--- src/outstanding_task_timeout_tracker_top_assert.svh ---
// Assertion macros for the outstanding task tracker.
// Included by the modules that check their own logic; needs clk and rst_n in scope.
`ifndef OUTSTANDING_TASK_TIMEOUT_TRACKER_TOP_ASSERT_SVH
`define OUTSTANDING_TASK_TIMEOUT_TRACKER_TOP_ASSERT_SVH

// Condition and consequence in the same cycle.
`define OTTT_ASSERT_NOW(lbl, ante, cons, msg) \
  lbl: assert property (@(posedge clk) disable iff (!rst_n) (ante) |-> (cons)) else $error(msg);

// Consequence in the cycle after the condition.
`define OTTT_ASSERT_NEXT(lbl, ante, cons, msg) \
  lbl: assert property (@(posedge clk) disable iff (!rst_n) (ante) |=> (cons)) else $error(msg);

`endif

--- src/ottt_pkg.sv ---
// Shared types and constants for the outstanding task tracker.
// No dependencies; imported by every module of the block.
package ottt_pkg;

  localparam int MAX_SLOTS_DEF  = 16;
  localparam int ID_WIDTH_DEF   = 16;
  localparam int TIME_WIDTH_DEF = 32;

  localparam int SLOT_LIMIT_W = 5;
  localparam int TIMEOUT_W    = 32;
  localparam int FREE_W       = 5;
  localparam int OP_W         = 2;
  localparam int CFG_IDX_W    = 1;

  localparam logic [SLOT_LIMIT_W-1:0] SLOT_LIMIT_RST = 5'd16;
  localparam logic [TIMEOUT_W-1:0]    TIMEOUT_RST    = 32'd60000;

  localparam logic [CFG_IDX_W-1:0] CFG_SLOT_LIMIT = 1'b0;
  localparam logic [CFG_IDX_W-1:0] CFG_TIMEOUT    = 1'b1;

  typedef enum logic [OP_W-1:0] {
    OP_ADMIT = 2'd0,
    OP_DONE  = 2'd1,
    OP_SWEEP = 2'd2,
    OP_NOP   = 2'd3
  } op_t;

  typedef enum logic [1:0] {
    ST_OK    = 2'd0,
    ST_FULL  = 2'd1,
    ST_EMPTY = 2'd2,
    ST_NOID  = 2'd3
  } status_t;

  typedef enum logic [1:0] {
    S_IDLE,
    S_WALK,
    S_EMIT
  } state_t;

  // Per-cycle command to the row of cells.
  typedef struct packed {
    logic shift;  // every cell takes its upper neighbour
    logic push;   // selected cell loads the write data
  } chain_ctl_t;

endpackage

--- src/ottt_cell.sv ---
// One slot of the task list: id and start tick.
// Depends on ottt_pkg for the chain command struct.
module ottt_cell
  import ottt_pkg::*;
#(
  parameter int ID_W   = ID_WIDTH_DEF,
  parameter int TIME_W = TIME_WIDTH_DEF
) (
  input  logic              clk,
  input  chain_ctl_t        ctl,
  input  logic              sel,
  input  logic [ID_W-1:0]   nb_id,
  input  logic [TIME_W-1:0] nb_start,
  input  logic [ID_W-1:0]   wr_id,
  input  logic [TIME_W-1:0] wr_start,
  output logic [ID_W-1:0]   id,
  output logic [TIME_W-1:0] start
);

  logic [ID_W-1:0]   id_r,    id_nxt;
  logic [TIME_W-1:0] start_r, start_nxt;

  // a push to this cell wins over the shift
  always_comb begin
    id_nxt    = id_r;
    start_nxt = start_r;
    if (ctl.push && sel) begin
      id_nxt    = wr_id;
      start_nxt = wr_start;
    end else if (ctl.shift) begin
      id_nxt    = nb_id;
      start_nxt = nb_start;
    end
  end

  always_ff @(posedge clk) begin
    id_r    <= id_nxt;
    start_r <= start_nxt;
  end

  assign id    = id_r;
  assign start = start_r;

endmodule

--- src/ottt_chain.sv ---
// Row of task slots; cell 0 is the oldest entry and the only one read out.
// Depends on ottt_pkg and ottt_cell.
module ottt_chain
  import ottt_pkg::*;
#(
  parameter int MAX_SLOTS = MAX_SLOTS_DEF,
  parameter int ID_W      = ID_WIDTH_DEF,
  parameter int TIME_W    = TIME_WIDTH_DEF,
  parameter int CW        = $clog2(MAX_SLOTS + 1)
) (
  input  logic              clk,
  input  chain_ctl_t        ctl,
  input  logic [CW-1:0]     wr_pos,
  input  logic [ID_W-1:0]   wr_id,
  input  logic [TIME_W-1:0] wr_start,
  output logic [ID_W-1:0]   head_id,
  output logic [TIME_W-1:0] head_start
);

  logic [ID_W-1:0]   id_q    [MAX_SLOTS];
  logic [TIME_W-1:0] start_q [MAX_SLOTS];

  for (genvar i = 0; i < MAX_SLOTS; i++) begin : g_cell
    logic [ID_W-1:0]   nb_id;
    logic [TIME_W-1:0] nb_start;

    if (i == MAX_SLOTS - 1) begin : g_top
      // nothing above the top cell; what it takes on a shift is never read
      assign nb_id    = wr_id;
      assign nb_start = wr_start;
    end else begin : g_mid
      assign nb_id    = id_q[i+1];
      assign nb_start = start_q[i+1];
    end

    ottt_cell #(
      .ID_W   (ID_W),
      .TIME_W (TIME_W)
    ) u_cell (
      .clk      (clk),
      .ctl      (ctl),
      .sel      (wr_pos == CW'(i)),
      .nb_id    (nb_id),
      .nb_start (nb_start),
      .wr_id    (wr_id),
      .wr_start (wr_start),
      .id       (id_q[i]),
      .start    (start_q[i])
    );
  end

  assign head_id    = id_q[0];
  assign head_start = start_q[0];

endmodule

--- src/ottt_cancel_q.sv ---
// Buffer of ids cancelled by a sweep, read back in order with registered data.
// Depends on ottt_pkg for default widths.
module ottt_cancel_q
  import ottt_pkg::*;
#(
  parameter int DEPTH = MAX_SLOTS_DEF,
  parameter int ID_W  = ID_WIDTH_DEF,
  parameter int AW    = (DEPTH > 1) ? $clog2(DEPTH) : 1
) (
  input  logic            clk,
  input  logic            we,
  input  logic [AW-1:0]   waddr,
  input  logic [ID_W-1:0] wdata,
  input  logic [AW-1:0]   raddr,
  output logic [ID_W-1:0] rdata
);

  logic [ID_W-1:0] mem [DEPTH];
  logic [ID_W-1:0] rdata_r;

  always_ff @(posedge clk) begin
    if (we) begin
      mem[waddr] <= wdata;
    end
  end

  always_ff @(posedge clk) begin
    rdata_r <= mem[raddr];
  end

  assign rdata = rdata_r;

endmodule

--- src/outstanding_task_timeout_tracker_top.sv ---
// Outstanding task tracker with stale-task timeout: control, sweep and result stage.
// Depends on ottt_pkg, ottt_chain (ottt_cell), ottt_cancel_q and the assertion header.
//
//  channel | dir | handshake              | payload
//  --------+-----+------------------------+------------------------------------------
//  in_     | in  | in_tvalid / in_tready  | tuser: op; tdata: task_id, now_ms
//  out_    | out | out_tvalid / out_tready| tuser: cancel_valid; tdata: status,
//          |     |                        | cancel_id, free_slots; tlast: last
//  cfg_    | in  | cfg_we                 | cfg_idx, cfg_data
//
// Admit, no-op, and complete or sweep on an empty list: the result is loaded from the emit
// state that follows the transaction. Complete and sweep rotate the whole list through
// cell 0, one entry a cycle, then emit a plain result or the cancels; the registered buffer
// read keeps a cancel from being emitted straight after the one before it.
// Synchronous active-low reset empties the list and loads the register defaults.
// A new transaction is taken whenever the sequencer is idle, even while the last result
// still waits in the output register; a stalled output only holds the emit phase.
module outstanding_task_timeout_tracker_top
  import ottt_pkg::*;
#(
  parameter int MAX_SLOTS  = MAX_SLOTS_DEF,
  parameter int ID_WIDTH   = ID_WIDTH_DEF,
  parameter int TIME_WIDTH = TIME_WIDTH_DEF,
  localparam int IN_DW     = ((ID_WIDTH + TIME_WIDTH + 7) / 8) * 8,
  localparam int OUT_DW    = ((ID_WIDTH + 2 + FREE_W + 7) / 8) * 8
) (
  input  logic                  clk,
  input  logic                  rst_n,

  input  logic                  in_tvalid,
  output logic                  in_tready,
  input  logic [IN_DW-1:0]      in_tdata,   // task_id, now_ms, zero pad
  input  logic [OP_W-1:0]       in_tuser,   // op

  output logic                  out_tvalid,
  input  logic                  out_tready,
  output logic [OUT_DW-1:0]     out_tdata,  // status, cancel_id, free_slots, zero pad
  output logic [0:0]            out_tuser,  // cancel_valid
  output logic                  out_tlast,

  input  logic                  cfg_we,
  input  logic [CFG_IDX_W-1:0]  cfg_idx,
  input  logic [TIMEOUT_W-1:0]  cfg_data
);

  localparam int CW   = $clog2(MAX_SLOTS + 1);
  localparam int AW   = (MAX_SLOTS > 1) ? $clog2(MAX_SLOTS) : 1;
  localparam int LW   = (CW > SLOT_LIMIT_W) ? CW : SLOT_LIMIT_W;
  localparam int CMPW = (TIME_WIDTH > TIMEOUT_W) ? TIME_WIDTH : TIMEOUT_W;

  // configuration
  logic [SLOT_LIMIT_W-1:0] slot_lim_r;
  logic [TIMEOUT_W-1:0]    timeout_r;

  always_ff @(posedge clk) begin
    if (!rst_n) begin
      slot_lim_r <= SLOT_LIMIT_RST;
      timeout_r  <= TIMEOUT_RST;
    end else if (cfg_we) begin
      case (cfg_idx)
        CFG_SLOT_LIMIT: slot_lim_r <= cfg_data[SLOT_LIMIT_W-1:0];
        CFG_TIMEOUT:    timeout_r  <= cfg_data;
        default:        ;
      endcase
    end
  end

  // sequencer state
  state_t              state_r, state_nxt;
  logic [CW-1:0]       cnt_r,   cnt_nxt;
  logic [CW-1:0]       walk_r,  walk_nxt;   // entries still to inspect
  logic [CW-1:0]       wq_r,    wq_nxt;     // ids cancelled so far
  logic [CW-1:0]       rd_r,    rd_nxt;     // next cancel to emit
  logic                found_r, found_nxt;
  logic                q_ok_r,  q_ok_nxt;   // buffer data matches rd_r
  status_t             res_st_r, res_st_nxt;
  op_t                 op_r,    op_nxt;
  logic [ID_WIDTH-1:0] tid_r,   tid_nxt;
  logic [TIME_WIDTH-1:0] now_r, now_nxt;

  // output register
  logic                out_valid_r, out_valid_nxt;
  status_t             out_st_r,    out_st_nxt;
  logic                out_cv_r,    out_cv_nxt;
  logic [ID_WIDTH-1:0] out_id_r,    out_id_nxt;
  logic [FREE_W-1:0]   out_free_r,  out_free_nxt;
  logic                out_last_r,  out_last_nxt;

  // list and buffer wiring
  chain_ctl_t            ctl;
  logic [CW-1:0]         wr_pos;
  logic [ID_WIDTH-1:0]   wr_id;
  logic [TIME_WIDTH-1:0] wr_start;
  logic [ID_WIDTH-1:0]   head_id;
  logic [TIME_WIDTH-1:0] head_start;
  logic                  q_we;
  logic [ID_WIDTH-1:0]   q_rdata;

  // effective limit and free count
  logic [LW-1:0]         lim;
  logic [LW-1:0]         cnt_ext;
  logic [LW-1:0]         free_w;
  logic                  admit_full;
  logic [TIME_WIDTH-1:0] age;
  logic                  stale;
  logic                  drop;
  logic                  in_fire;
  logic                  out_load;
  logic                  emit_last;
  op_t                   in_op;
  logic [ID_WIDTH-1:0]   in_id;
  logic [TIME_WIDTH-1:0] in_now;

  assign in_op  = op_t'(in_tuser);
  assign in_id  = in_tdata[ID_WIDTH-1:0];
  assign in_now = in_tdata[ID_WIDTH+TIME_WIDTH-1:ID_WIDTH];

  assign lim = (LW'(slot_lim_r) > LW'(MAX_SLOTS)) ? LW'(MAX_SLOTS) : LW'(slot_lim_r);
  assign cnt_ext = LW'(cnt_r);
  assign free_w  = (cnt_ext >= lim) ? '0 : lim - cnt_ext;
  assign admit_full = (in_op == OP_ADMIT) && (cnt_ext >= lim);

  // head-of-list age check, wrapped at the tick width
  assign age   = now_r - head_start;
  assign stale = CMPW'(age) >= CMPW'(timeout_r);
  assign drop  = (op_r == OP_SWEEP) ? stale : (!found_r && (head_id == tid_r));

  assign in_tready = (state_r == S_IDLE);
  assign in_fire   = in_tvalid && in_tready;
  assign out_load  = !out_valid_r || out_tready;
  assign emit_last = (rd_r == wq_r - CW'(1));

  always_comb begin
    state_nxt  = state_r;
    cnt_nxt    = cnt_r;
    walk_nxt   = walk_r;
    wq_nxt     = wq_r;
    rd_nxt     = rd_r;
    found_nxt  = found_r;
    res_st_nxt = res_st_r;
    op_nxt     = op_r;
    tid_nxt    = tid_r;
    now_nxt    = now_r;
    q_ok_nxt   = 1'b0;

    ctl.shift  = 1'b0;
    ctl.push   = 1'b0;
    wr_pos     = cnt_r;
    wr_id      = in_id;
    wr_start   = in_now;
    q_we       = 1'b0;

    out_valid_nxt = out_valid_r && !out_tready;
    out_st_nxt    = out_st_r;
    out_cv_nxt    = out_cv_r;
    out_id_nxt    = out_id_r;
    out_free_nxt  = out_free_r;
    out_last_nxt  = out_last_r;

    case (state_r)
      S_IDLE: begin
        if (in_fire) begin
          op_nxt     = in_op;
          tid_nxt    = in_id;
          now_nxt    = in_now;
          wq_nxt     = '0;
          rd_nxt     = '0;
          found_nxt  = 1'b0;
          res_st_nxt = ST_OK;
          walk_nxt   = cnt_r;
          state_nxt  = S_EMIT;
          case (in_op)
            OP_ADMIT: begin
              if (cnt_ext < lim) begin
                ctl.push = 1'b1;
                cnt_nxt  = cnt_r + CW'(1);
              end else begin
                res_st_nxt = ST_FULL;
              end
            end
            OP_DONE: begin
              if (cnt_r == '0) begin
                res_st_nxt = ST_EMPTY;
              end else begin
                state_nxt = S_WALK;
              end
            end
            OP_SWEEP: begin
              if (cnt_r != '0) begin
                state_nxt = S_WALK;
              end
            end
            default: ;
          endcase
        end
      end

      S_WALK: begin
        // pop the head; kept entries go back in at the tail
        ctl.shift = 1'b1;
        ctl.push  = !drop;
        wr_pos    = cnt_r - CW'(1);
        wr_id     = head_id;
        wr_start  = head_start;
        walk_nxt  = walk_r - CW'(1);
        if (drop) begin
          cnt_nxt = cnt_r - CW'(1);
          if (op_r == OP_SWEEP) begin
            q_we   = 1'b1;
            wq_nxt = wq_r + CW'(1);
          end else begin
            found_nxt = 1'b1;
          end
        end
        if (walk_r == CW'(1)) begin
          state_nxt = S_EMIT;
          if (op_r == OP_DONE && !(found_r || drop)) begin
            res_st_nxt = ST_NOID;
          end
        end
      end

      S_EMIT: begin
        q_ok_nxt = 1'b1;
        if (wq_r == '0) begin
          if (out_load) begin
            out_valid_nxt = 1'b1;
            out_st_nxt    = res_st_r;
            out_cv_nxt    = 1'b0;
            out_id_nxt    = '0;
            out_free_nxt  = free_w[FREE_W-1:0];
            out_last_nxt  = 1'b1;
            state_nxt     = S_IDLE;
          end
        end else if (out_load && q_ok_r) begin
          out_valid_nxt = 1'b1;
          out_st_nxt    = ST_OK;
          out_cv_nxt    = 1'b1;
          out_id_nxt    = q_rdata;
          out_free_nxt  = free_w[FREE_W-1:0];
          out_last_nxt  = emit_last;
          rd_nxt        = rd_r + CW'(1);
          q_ok_nxt      = 1'b0;   // read data is registered behind the pointer
          if (emit_last) begin
            state_nxt = S_IDLE;
          end
        end
      end

      default: state_nxt = S_IDLE;
    endcase
  end

  always_ff @(posedge clk) begin
    if (!rst_n) begin
      state_r     <= S_IDLE;
      cnt_r       <= '0;
      walk_r      <= '0;
      wq_r        <= '0;
      rd_r        <= '0;
      found_r     <= 1'b0;
      q_ok_r      <= 1'b0;
      out_valid_r <= 1'b0;
    end else begin
      state_r     <= state_nxt;
      cnt_r       <= cnt_nxt;
      walk_r      <= walk_nxt;
      wq_r        <= wq_nxt;
      rd_r        <= rd_nxt;
      found_r     <= found_nxt;
      q_ok_r      <= q_ok_nxt;
      out_valid_r <= out_valid_nxt;
    end
  end

  // payload, no reset
  always_ff @(posedge clk) begin
    res_st_r   <= res_st_nxt;
    op_r       <= op_nxt;
    tid_r      <= tid_nxt;
    now_r      <= now_nxt;
    out_st_r   <= out_st_nxt;
    out_cv_r   <= out_cv_nxt;
    out_id_r   <= out_id_nxt;
    out_free_r <= out_free_nxt;
    out_last_r <= out_last_nxt;
  end

  ottt_chain #(
    .MAX_SLOTS (MAX_SLOTS),
    .ID_W      (ID_WIDTH),
    .TIME_W    (TIME_WIDTH),
    .CW        (CW)
  ) u_chain (
    .clk        (clk),
    .ctl        (ctl),
    .wr_pos     (wr_pos),
    .wr_id      (wr_id),
    .wr_start   (wr_start),
    .head_id    (head_id),
    .head_start (head_start)
  );

  ottt_cancel_q #(
    .DEPTH (MAX_SLOTS),
    .ID_W  (ID_WIDTH),
    .AW    (AW)
  ) u_cancel_q (
    .clk   (clk),
    .we    (q_we),
    .waddr (wq_r[AW-1:0]),
    .wdata (head_id),
    .raddr (rd_r[AW-1:0]),
    .rdata (q_rdata)
  );

  assign out_tvalid = out_valid_r;
  assign out_tdata  = OUT_DW'({out_free_r, out_id_r, out_st_r});
  assign out_tuser  = out_cv_r;
  assign out_tlast  = out_last_r;

  // checks on the sequencer
  `include "outstanding_task_timeout_tracker_top_assert.svh"

  `OTTT_ASSERT_NOW(a_cnt_bound, 1'b1, cnt_r <= CW'(MAX_SLOTS), "list count above slot total")
  `OTTT_ASSERT_NOW(a_walk_live, state_r == S_WALK, walk_r != '0 && walk_r <= cnt_r, "walk count off")
  `OTTT_ASSERT_NOW(a_emit_ptr, state_r == S_EMIT && wq_r != '0, rd_r < wq_r, "read past fill")
  `OTTT_ASSERT_NEXT(a_full_hold, in_fire && admit_full, $stable(cnt_r), "full admit moved count")
  `OTTT_ASSERT_NOW(a_cancel_ok, out_valid_r && out_cv_r, out_st_r == ST_OK, "cancel with error")

endmodule

--- config.mk ---
export PLATFORM = sky130hd
export DESIGN_NAME = outstanding_task_timeout_tracker_top
export DESIGN_NICKNAME = d
export VERILOG_FILES = /design/src/ottt_pkg.sv /design/src/ottt_cell.sv /design/src/ottt_chain.sv /design/src/ottt_cancel_q.sv /design/src/outstanding_task_timeout_tracker_top.sv
export VERILOG_INCLUDE_DIRS = /design/src /design/src/src
export SDC_FILE = /design/constraint.sdc
export NUM_CORES = 1
export LEC_CHECK = 0
export ABC_CLOCK_PERIOD_IN_PS = 8800
export BUFFER_PORTS_ARGS = -buffer_cell sky130_fd_sc_hd__buf_2
export CAP_MARGIN = 10
export CORE_ASPECT_RATIO = 0.8
export CORE_MARGIN = 4
export CORE_UTILIZATION = 63
export DETAILED_ROUTE_END_ITERATION = 10
export MAX_ROUTING_LAYER = met4
export PLACE_DENSITY = 0.8
export SLEW_MARGIN = 20
export SYNTH_ARGS = -nofsm -noshare
export SYNTH_HDL_FRONTEND = slang
export SYNTH_HIERARCHICAL = 1
export SYNTH_SLANG_ARGS = --single-unit
--- constraint.sdc ---
create_clock -name clk -period 8.8 [get_ports clk]
set_input_delay 1.32 -clock clk [delete_from_list [all_inputs] [get_ports clk]]
set_output_delay 1.32 -clock clk [all_outputs]
set_load 0.03 [all_outputs]
# Word-level counts from Yosys, hierarchy flattened
# Memory sizes are Yosys's and may differ from the RTL's. A register that Yosys moved wholly into a read port is not among the register bits.
# Index checks and enable logic that the tools add are counted.
# classes
addsub,8
n_lt_le_gt_ge,4
n_eq_ne,38
mux,136
bitwise,1
reduce_logical,65
# op_table
op,count
two-way mux 32 bit,33
two-way mux 16 bit,36
two-way mux 5 bit,16
"== test 5 x 4 -> 1 bit, second input constant",8
one-hot mux 5 bit (2 select lines),4
nonzero test 2 bit,19
greater-or-equal comparator 32 bit,1
subtractor 32 bit,1
two-way mux 2 bit,15
two-way mux 1 bit,26
logical AND 1 bit,21
"== test 5 x 3 -> 1 bit, second input constant",4
== test 16 bit,1
"inequality test 2 bit, second input constant",8
AND reduction 4 bit,4
"adder 5 x 1 -> 5 bit, second input constant",3
logical NOT 5 bit,3
"subtractor 5 x 1 -> 5 bit, second input constant",3
one-hot mux 2 bit (2 select lines),3
"== test 5 x 1 -> 1 bit, second input constant",2
"== test 5 x 2 -> 1 bit, second input constant",2
AND reduction 2 bit,5
AND reduction 5 bit,2
"inequality test 3 bit, second input constant",3
other kinds (16),29
# totals
regBits,907
mem_bits_rw,256
input_bits,88
output_inout_bits,28
wordCells,304
n_memories,1
# memory_table
memory,words,word_bits,rd,rd_clocked_by_memory_dff,write_ports,line,source
u_cancel_q.mem,16,16,1,1,1,ottt_cancel_q.sv:18,logic [ID_W-1:0] mem [DEPTH];

# Depth between registers and ports, before layout
# Gate-level depths: netlist (run 1).
# logic_depth
depth_word,9
depth_mapped,25
ltp_nobuf,23

# By module
# The synthesis (run 1) kept the hierarchy.
# modules_own_cells
mod,instances,cells_each,area_each_um2,seq_area_each_um2
ottt_cell,16,103,2063.2,1441.4
ottt_cancel_q,1,432,10043.4,8007.7
outstanding_task_timeout_tracker_top,1,988,8792.2,3553.4
ottt_chain,1,28,229.0,0.0

# Worst setup path before layout (run 1)
# No wires, ideal clock.
# synth_timing
path_kind,register -> register
from,reg now_r[0]
to,reg u_chain.g_cell[0].u_cell.id_r[0] (enable)
setup_time_ns,0.413
arrival_ns,6.660
required_time_ns,8.387
slack_ns,1.727
path_stages_with_launch,26
n_path_buf,2
period_less_slack_ns,7.073
cell_sequence,edfxtp_1 > inv_1 > ha_1 > inv_1 > fa_1 > a21oi_1 > o21ai_1 > o31ai_1 > a21oi_1 > o21a_1 > a31o_2 > a31oi_1 > o21ai_0 > xor2_1 > ha_1 > nand4_1 > nor2_1 > a2111oi_0 > a2111oi_0 > a2111oi_2 > a21boi_1 > o21ai_0 > nand2_1 > buf_6 > buf_6 > nand2b_1
# synth_rtl
item,line,source
"start, declared",outstanding_task_timeout_tracker_top.sv:79,"logic [TIME_WIDTH-1:0] now_r, now_nxt;"
"start signal, assigned",outstanding_task_timeout_tracker_top.sv:281,now_r <= now_nxt;
"end signal, assigned",ottt_cell.sv:37,id_r <= id_nxt;
"end, declared",ottt_cell.sv:20,"logic [ID_W-1:0] id_r, id_nxt;"

==> summary.txt, run 1 <==
Place
  • Port bufs: 114
  • Final HPWL DP: 66.0 mm
  • GPL Wtd Cong: 0.918
  • Placement Setup Slack: 1230 ps
  • Placed insts: 4,239

Timing
  • PnR worst setup slack: 1230 ps
  • Fin crit period: 7570 ps
  • Final-report hold violation count: 0
  • Max Clock Freq: 0.132 GHz
  • Setup TNS: 0 ps
  • Worst-Margin Slew: 1160 ps
  • Final setup vio count: 0
  • Clk_skew: 46.9 ps
  • RSZ-0062 raised after global routing: false
  • Crit share post-route: 86.1%
  • Slew headroom: 22.9%
  • Slew Limit Fails: 0

Logic synthesis
  • Avg Synthesized Cell Area: 16.8 µm²
  • Unique cell type count in the Yosys netlist: 81
  • Cells after Synth: 3,096
  • Register area share after synthesis: 66.5%
  • Ys flop type: edfxtp_1
  • Synthesized Nets: 3,266
  • Warnings, synthesis: 6
  • Post-synth EDFFs: 1,101
  • Yosys reg bits: 1,179
  • Post-synthesis cell area: 52,100 µm²
  • Asr flop ratio synth: 0%

Die
  • Initial core utilization: 63.4%
  • Rows: 94
  • Die height: 265 µm
  • DIE WIDTH: 329 µm
  • Die area: 87,400 µm²
  • I/O Pins: 116
  • Core Area: 82,100 µm²

Critical path
  • Critical path type: flip-flop to flip-flop
  • Critical path capture point type: flip-flop
  • WP data arrival: 7900 ps
  • R2R cell count: 25
  • Critical Path RT: 9130 ps
  • CP startpoint kind: flip-flop
  • CP max FO: 49
  • RR Startpoint: now_r[0]$_DFFE_PP_
  • RR Endpoint: u_chain/g_cell[1].u_cell/start[23]$_DFFE_PP_
  • Setup slack, reg-to-reg: 1230 ps

Route
  • Via density per instance: 6.05
  • Pre-antenna DRT Iters: 6
  • Number of remaining DRC errors: 0
  • Final antenna-violating net count: 0
  • Via count: 26,900
  • DR WL/cell: 22.8 µm
  • Initial DRC Count: 2,709
  • Routed wire length: 101 mm

Finish
  • Layout cells sized above 1: 37.1%
  • Area grow syn2layout: 10.2%
  • Nets@finish: 3,420
  • Layout Cells excl Fill: 4,448

Clocking
  • Worst-skew pair later-pin latency: 710 ps
  • Clock sinks: 1,179
  • # Post-CTS Setup Buffers: 0
  • Clock root buffer: clkbuf_16
  • CTS Buf Count: 110
  • Post-CTS sizing: 0
  • Hold_buf cts: 0
  • CTS Buffer Depth: 3
  • CTS tree: yes
  • Max H-tree Level: 3
  • Clock transition at path regs: 60 ps

Global route
  • Total congestion overflow: 0
  • Vias in the first global route: 27,100
  • Antenna violations before repair: 4
  • First-pass GRT wire length: 159 mm
  • GRT Resource Usage Total: 24.0%
  • Largest net degree at the start of global routing: 90

Outcome
  • Outcome: completed

Min path
  • Hold-critical path depth: 2
  • Hold Path End: timeout_r[22]$_SDFFE_PN0P_
  • Hold_sp: timeout_r[22]$_SDFFE_PN0P_
  • Worst hold-check path type: flip-flop to flip-flop

Power and ir drop
  • Peak supply drop: 0.163 mV
  • P per Cell Area: 199 nW/µm²
  • Leak: 20.3 nW

Job
  • Max-cap viol count: 0
==> per-stage QoR <==
| stage | utilization (%) | cell area, µm² | power [mW] | hold WS (ps) |
|---|---|---|---|---|
| 2_1_floorplan | - | 52100 | 6.77 | 443 |
| 3_5_place_dp | 65.6 | 53900 | 7.00 | 464 |
| 3_3_place_gp | 65.6 | 53900 | 6.97 | 457 |
| 4_1_cts | 69.8 | 57300 | 11.5 | 473 |
| 5_1_grt | 69.9 | 57400 | 11.8 | 499 |
| 6_report | 69.9 | 57400 | 11.4 | 473 |
==> how the worst max path moves through the flow <==
stage / startpoint / endpoint / slack (ps) / cells after the start
global route: now_r[0]$_DFFE_PP_ / u_chain/g_cell[3].u_cell/start[25]$_DFFE_PP_ / 530 / 24
CTS: now_r[0]$_DFFE_PP_ / u_chain/g_cell[2].u_cell/start[18]$_DFFE_PP_ / 1160 / 24
finish: now_r[0]$_DFFE_PP_ / u_chain/g_cell[1].u_cell/start[23]$_DFFE_PP_ / 1230 / 25
detailed placement: now_r[0]$_DFFE_PP_ / u_chain/g_cell[2].u_cell/start[12]$_DFFE_PP_ / 1230 / 24
global placement: now_r[0]$_DFFE_PP_ / u_chain/g_cell[2].u_cell/start[12]$_DFFE_PP_ / 1450 / 24
floorplan: now_r[0]$_DFFE_PP_ / u_chain/g_cell[0].u_cell/id[0]$_DFFE_PP_ / 1730 / 25
==> synthesized netlist by cell type (18+ instances only) <==
master | count | share of area (%)
xor2_1 | 37 | 0.62
nor2_1 | 67 | 0.48
xnor2_1 | 18 | 0.30
and2_1 | 25 | 0.30
mux4_2 | 54 | 2.3
buf_6 | 36 | 0.78
nand2b_1 | 28 | 0.34
mux2_2 | 624 | 13
nand2_1 | 218 | 1.6
dfxtp_1 | 78 | 3.0
clkbuf_1 | 40 | 0.29
inv_1 | 88 | 0.63
a21oi_1 | 41 | 0.39
ha_1 | 80 | 1.9
a21boi_0 | 28 | 0.40
o21ai_0 | 56 | 0.54
nor2b_1 | 24 | 0.29
edfxtp_1 | 1101 | 63
a22oi_1 | 33 | 0.48
buf_2 | 55 | 0.53
mux2_4 | 144 | 4.2
==> kinds of logic (layout without fill, tap and decap cells) <==
family / Yosys count / count (layout) / share of synthesized area, %
muxes: 839 / 839 / 20.6
xor gates and xnor gates: 55 / 55 / 0.925
adders and majority gates: 82 / 82 / 2.00
AOI/OAI and AO/OA: 267 / 267 / 3.55
DFF: 1179 / 1179 / 66.5
other: 1 / 3 / 0.00720
buffers and inverters: 230 / 476 / 2.34
and+or+nand+nor: 443 / 443 / 4.07
==> cells in the final DEF (no fill, tap or decap), types with 13 or more instances in the layout <==
| cell type | netlist | routed |
|---|---|---|
| ha_1 | 80 | 80 |
| a21boi_0 | 28 | 28 |
| nor2b_1 | 24 | 22 |
| o21ai_2 | 1 | 18 |
| buf_4 | 4 | 65 |
| nand3_1 | 13 | 13 |
| clkbuf_1 | 40 | 38 |
| xnor2_1 | 18 | 17 |
| and2_1 | 25 | 24 |
| a21oi_1 | 41 | 41 |
| xor2_1 | 37 | 37 |
| nor2_1 | 67 | 65 |
| buf_2 | 55 | 114 |
| clkinv_2 | 0 | 16 |
| dfxtp_1 | 78 | 76 |
| inv_1 | 88 | 88 |
| edfxtp_1 | 1101 | 1101 |
| nand2_1 | 218 | 201 |
| nand2_2 | 0 | 16 |
| a22oi_1 | 33 | 33 |
| clkbuf_16 | 0 | 111 |
| nand4_1 | 14 | 14 |
| clkinv_1 | 0 | 23 |
| mux2_2 | 624 | 624 |
| o21ai_0 | 56 | 37 |
| nand2b_2 | 0 | 15 |
| a21o_1 | 17 | 17 |
| mux2_4 | 144 | 144 |
| mux4_2 | 54 | 54 |
==> power breakdown <==
part	leakage [nW]	switching, mW	internal [mW]
Clock	1.66	2.01	2.50
Sequential	10.6	0.0506	6.18
Combinational	8.04	0.418	0.247
Total	20.3	2.48	8.93
==> sequential cells by signal, summed over array words and instances (netlist names), 16 cells and up <==
name and flops:
u_chain/g_cell.u_cell/id 256, tid_r 16, u_cancel_q/rdata 16, now_r 32
u_cancel_q/mem 256, out_id_r 16, u_chain/g_cell.u_cell/start 512, timeout_r 32
==> critical path, stage by stage, from the launching register on <==
cell and delay, ps:
edfxtp_1 360, inv_1 70, ha_1 170, inv_1 60
fa_1 400, a21oi_1 190, o21ai_1 130, o31ai_1 440
a21oi_1 220, o21a_1 250, a31o_2 250, a31oi_1 260
o21ai_0 170, xor2_1 180, ha_1 300, nand4_1 110
nor2_1 50, a2111oi_0 340, a2111oi_0 190, a2111oi_2 570
a21boi_1 240, o21ai_2 890, nand2_2 80, buf_4 360
nand2b_2 450, buf_4 460
==> layout make-up <==
type,instances,area [µm²]
Sequential cell,1179,34600
Fill cell,5023,24700
Multi-Input combinational cell,1687,16400
Clock buffer,151,2950
Tap cell,1104,1380
Timing Repair Buffer,184,1160
Clock inverter,53,484
Inverter,88,330
Antenna cell,2,5.00
==> metal layers <==
layer / global-route usage [%] / routed length [µm] / vias up
met2: 36.0 / 46400 / 1018
met1: 35.4 / 45500 / 13500
met5: - / 0 / -
li1: - / - / 12300
met4: 5.71 / 2010 / 0
met3: 3.49 / 7350 / 158
Power figures use the tool's default switching activity.
==> run 2: changes to the inputs <==
--- a/config.mk
+++ b/config.mk
@@ -12,9 +12,11 @@
 export CORE_ASPECT_RATIO = 0.8
 export CORE_MARGIN = 4
 export CORE_UTILIZATION = 63
+export CTS_CLUSTER_SIZE = 16
 export DETAILED_ROUTE_END_ITERATION = 10
 export MAX_ROUTING_LAYER = met4
 export PLACE_DENSITY = 0.8
+export REMOVE_ABC_BUFFERS = 1
 export SLEW_MARGIN = 20
 export SYNTH_ARGS = -nofsm -noshare
 export SYNTH_HDL_FRONTEND = slang
==> summary.txt, run 2 (synthesis results as in run 1) <==
Outcome
  • Outcome: completed

Timing
  • Fin crit period: 7080 ps (-497 ps)
  • Setup TNS: 0 ps (unchanged)
  • PnR worst setup slack: 1720 ps (+497 ps)
  • Worst-Margin Slew: 1170 ps (+16.9 ps)
  • Final setup vio count: 0 (unchanged)
  • Slew headroom: 21.4% (-1.5 points)
  • Clk_skew: 41.9 ps (-4.97 ps)
  • Max Clock Freq: 0.141 GHz (+7.0%)
  • Slew Limit Fails: 0 (unchanged)
  • Crit share post-route: 80.4% (-5.6 points)
  • Final-report hold violation count: 0 (unchanged)
  • RSZ-0062 raised after global routing: false

Place
  • GPL Wtd Cong: 0.910 (-0.90%)
  • Port bufs: 114 (unchanged)
  • Placement Setup Slack: 1680 ps (+451 ps)
  • Final HPWL DP: 65.9 mm (-0.18%)
  • Placed insts: 4,233 (-0.14%)

Job
  • Max-cap viol count: 0 (unchanged)

Route
  • Pre-antenna DRT Iters: 7 (+1)
  • DR WL/cell: 23.2 µm (+1.8%)
  • Via density per instance: 6.08 (+0.53%)
  • Final antenna-violating net count: 0 (unchanged)
  • Initial DRC Count: 2,653 (-2.1%)
  • Routed wire length: 103 mm (+1.7%)
  • Via count: 27,000 (+0.37%)
  • Number of remaining DRC errors: 0 (unchanged)

Clocking
  • Post-CTS sizing: 0 (unchanged)
  • Clock root buffer: clkbuf_16
  • # Post-CTS Setup Buffers: 0 (unchanged)
  • CTS tree: yes
  • CTS Buffer Depth: 3 (unchanged)
  • Worst-skew pair later-pin latency: 690 ps (-20 ps)
  • CTS Buf Count: 109 (-0.91%)
  • Max H-tree Level: 3 (unchanged)
  • Clock transition at path regs: 60 ps (about the same)
  • Clock sinks: 1,179 (unchanged)
  • Hold_buf cts: 0 (unchanged)

Power and ir drop
  • Peak supply drop: 0.186 mV (+14%)
  • P per Cell Area: 207 nW/µm² (+3.9%)
  • Total power: 11.9 mW (+4.6%)
  • Leak: 20.5 nW (+1.0%)

Min path
  • Worst hold-check path type: flip-flop to flip-flop
  • Hold_sp: timeout_r[8]$_SDFFE_PN0P_

Die
  • DIE WIDTH: 329 µm (unchanged)
  • Die area: 87,400 µm² (unchanged)
  • Core Area: 82,100 µm² (unchanged)
  • Die height: 265 µm (unchanged)
  • I/O Pins: 116 (unchanged)
  • Initial core utilization: 63.4% (unchanged)
  • Rows: 94 (unchanged)

Global route
  • First-pass GRT wire length: 161 mm (+1.4%)
  • Largest net degree at the start of global routing: 91 (+1.1%)
  • Total congestion overflow: 0 (unchanged)
  • Antenna violations before repair: 1 (-3)
  • GRT Resource Usage Total: 24.3% (+0.34 points)
  • Vias in the first global route: 27,100 (-0.20%)

Finish
  • Area grow syn2layout: 10.9%
  • Nets@finish: 3,411 (-0.26%)
  • Commonest non-fill, non-tap cells in the layout: edfxtp_1, mux2_2, nand2_1
  • Final design utilization: 70.4% (+0.46 points)
  • Layout Cells excl Fill: 4,441 (-0.16%)
  • Leading cell type in the layout, fill and taps excluded: edfxtp_1
  • Max reg flops: 512 (unchanged)
  • N_diodes: 0 (-2)
  • Layout cells sized above 1: 37.9% (+0.86 points)

Critical path
  • RR Startpoint: now_r[0]$_DFFE_PP_
  • CP max FO: 49 (unchanged)
  • Critical path capture point type: flip-flop
  • Crit path from: now_r[0]$_DFFE_PP_
  • Setup slack, reg-to-reg: 1720 ps (+500 ps)
  • Critical path type: flip-flop to flip-flop
  • Critical Path RT: 8970 ps (-160 ps)
  • CP startpoint kind: flip-flop
  • WP data arrival: 7250 ps (-650 ps)
-- run 2: cell types whose count changed in the layout (fill, tap and decap cells not counted), moves of 3 or more --
| cell | change |
|---|---|
| clkbuf_8 | +3 |
| o21ai_1 | +3 |
| o21ai_0 | -4 |
| clkinv_1 | -8 |
| clkbuf_1 | -25 |
| clkinv_2 | +10 |
| bufinv_16 | +15 |
| buf_4 | -5 |
| clkinvlp_4 | +6 |
-- run 2: area by class of cell --
class                   instances  area, µm²
fillers                      4995      24300
repair buffers                176       1060
flip-flops and latches       1179      34600
clock buffers                 132       2940
inverters                      88        330
well taps                    1104       1380
multi-input cells            1687      16500
clock inverters                75        965
-- run 2: final timing paths --
check / end / depth (start not counted)
worst max-delay path: u_chain/g_cell[9].u_cell/id[0]$_DFFE_PP_ / 25
worst min-delay path: timeout_r[8]$_SDFFE_PN0P_ / 2
worst max register to register: u_chain/g_cell[9].u_cell/id[0]$_DFFE_PP_ / 25
worst min register to register: timeout_r[8]$_SDFFE_PN0P_ / 2
-- run 2: worst max-delay path, stage by stage (launching register included) --
cell       delay, ps
edfxtp_1         360
inv_1             70
ha_1             160
inv_1             50
fa_1             390
a21oi_1          190
o21ai_1          150
o31ai_1          440
a21oi_1          160
o21a_1           240
a31o_2           260
a31oi_1          240
o21ai_0          140
xor2_1           160
ha_1             300
nand4_1          120
nor2_1           120
a2111oi_0         70
a2111oi_0        700
a2111oi_2        140
a21boi_1         340
o21ai_2           90
buf_4            270
nand2_2          100
buf_4            530
nand2b_2         740
-- run 2: power breakdown --
part           leakage [nW]  switching, mW  internal [mW]
registers              10.6         0.0551           6.18
logic                  8.01          0.417          0.246
clock network          1.90           2.06           2.98
total                  20.5           2.53           9.40
-- run 2: layer usage --
| layer | global-route usage [%] | wire (µm) |
|---|---|---|
| met5 | - | 0 |
| met2 | 35.6 | 46800 |
| met4 | 5.92 | 2240 |
| met3 | 3.84 | 7100 |
| met1 | 36.4 | 46800 |
-- run 2: through the flow --
step           instance area [µm²]  hold slack [ps]
2_1_floorplan                51200              443
3_3_place_gp                 53800              460
3_5_place_dp                 53800              464
4_1_cts                      57700              474
5_1_grt                      57800              499
6_report                     57800              472
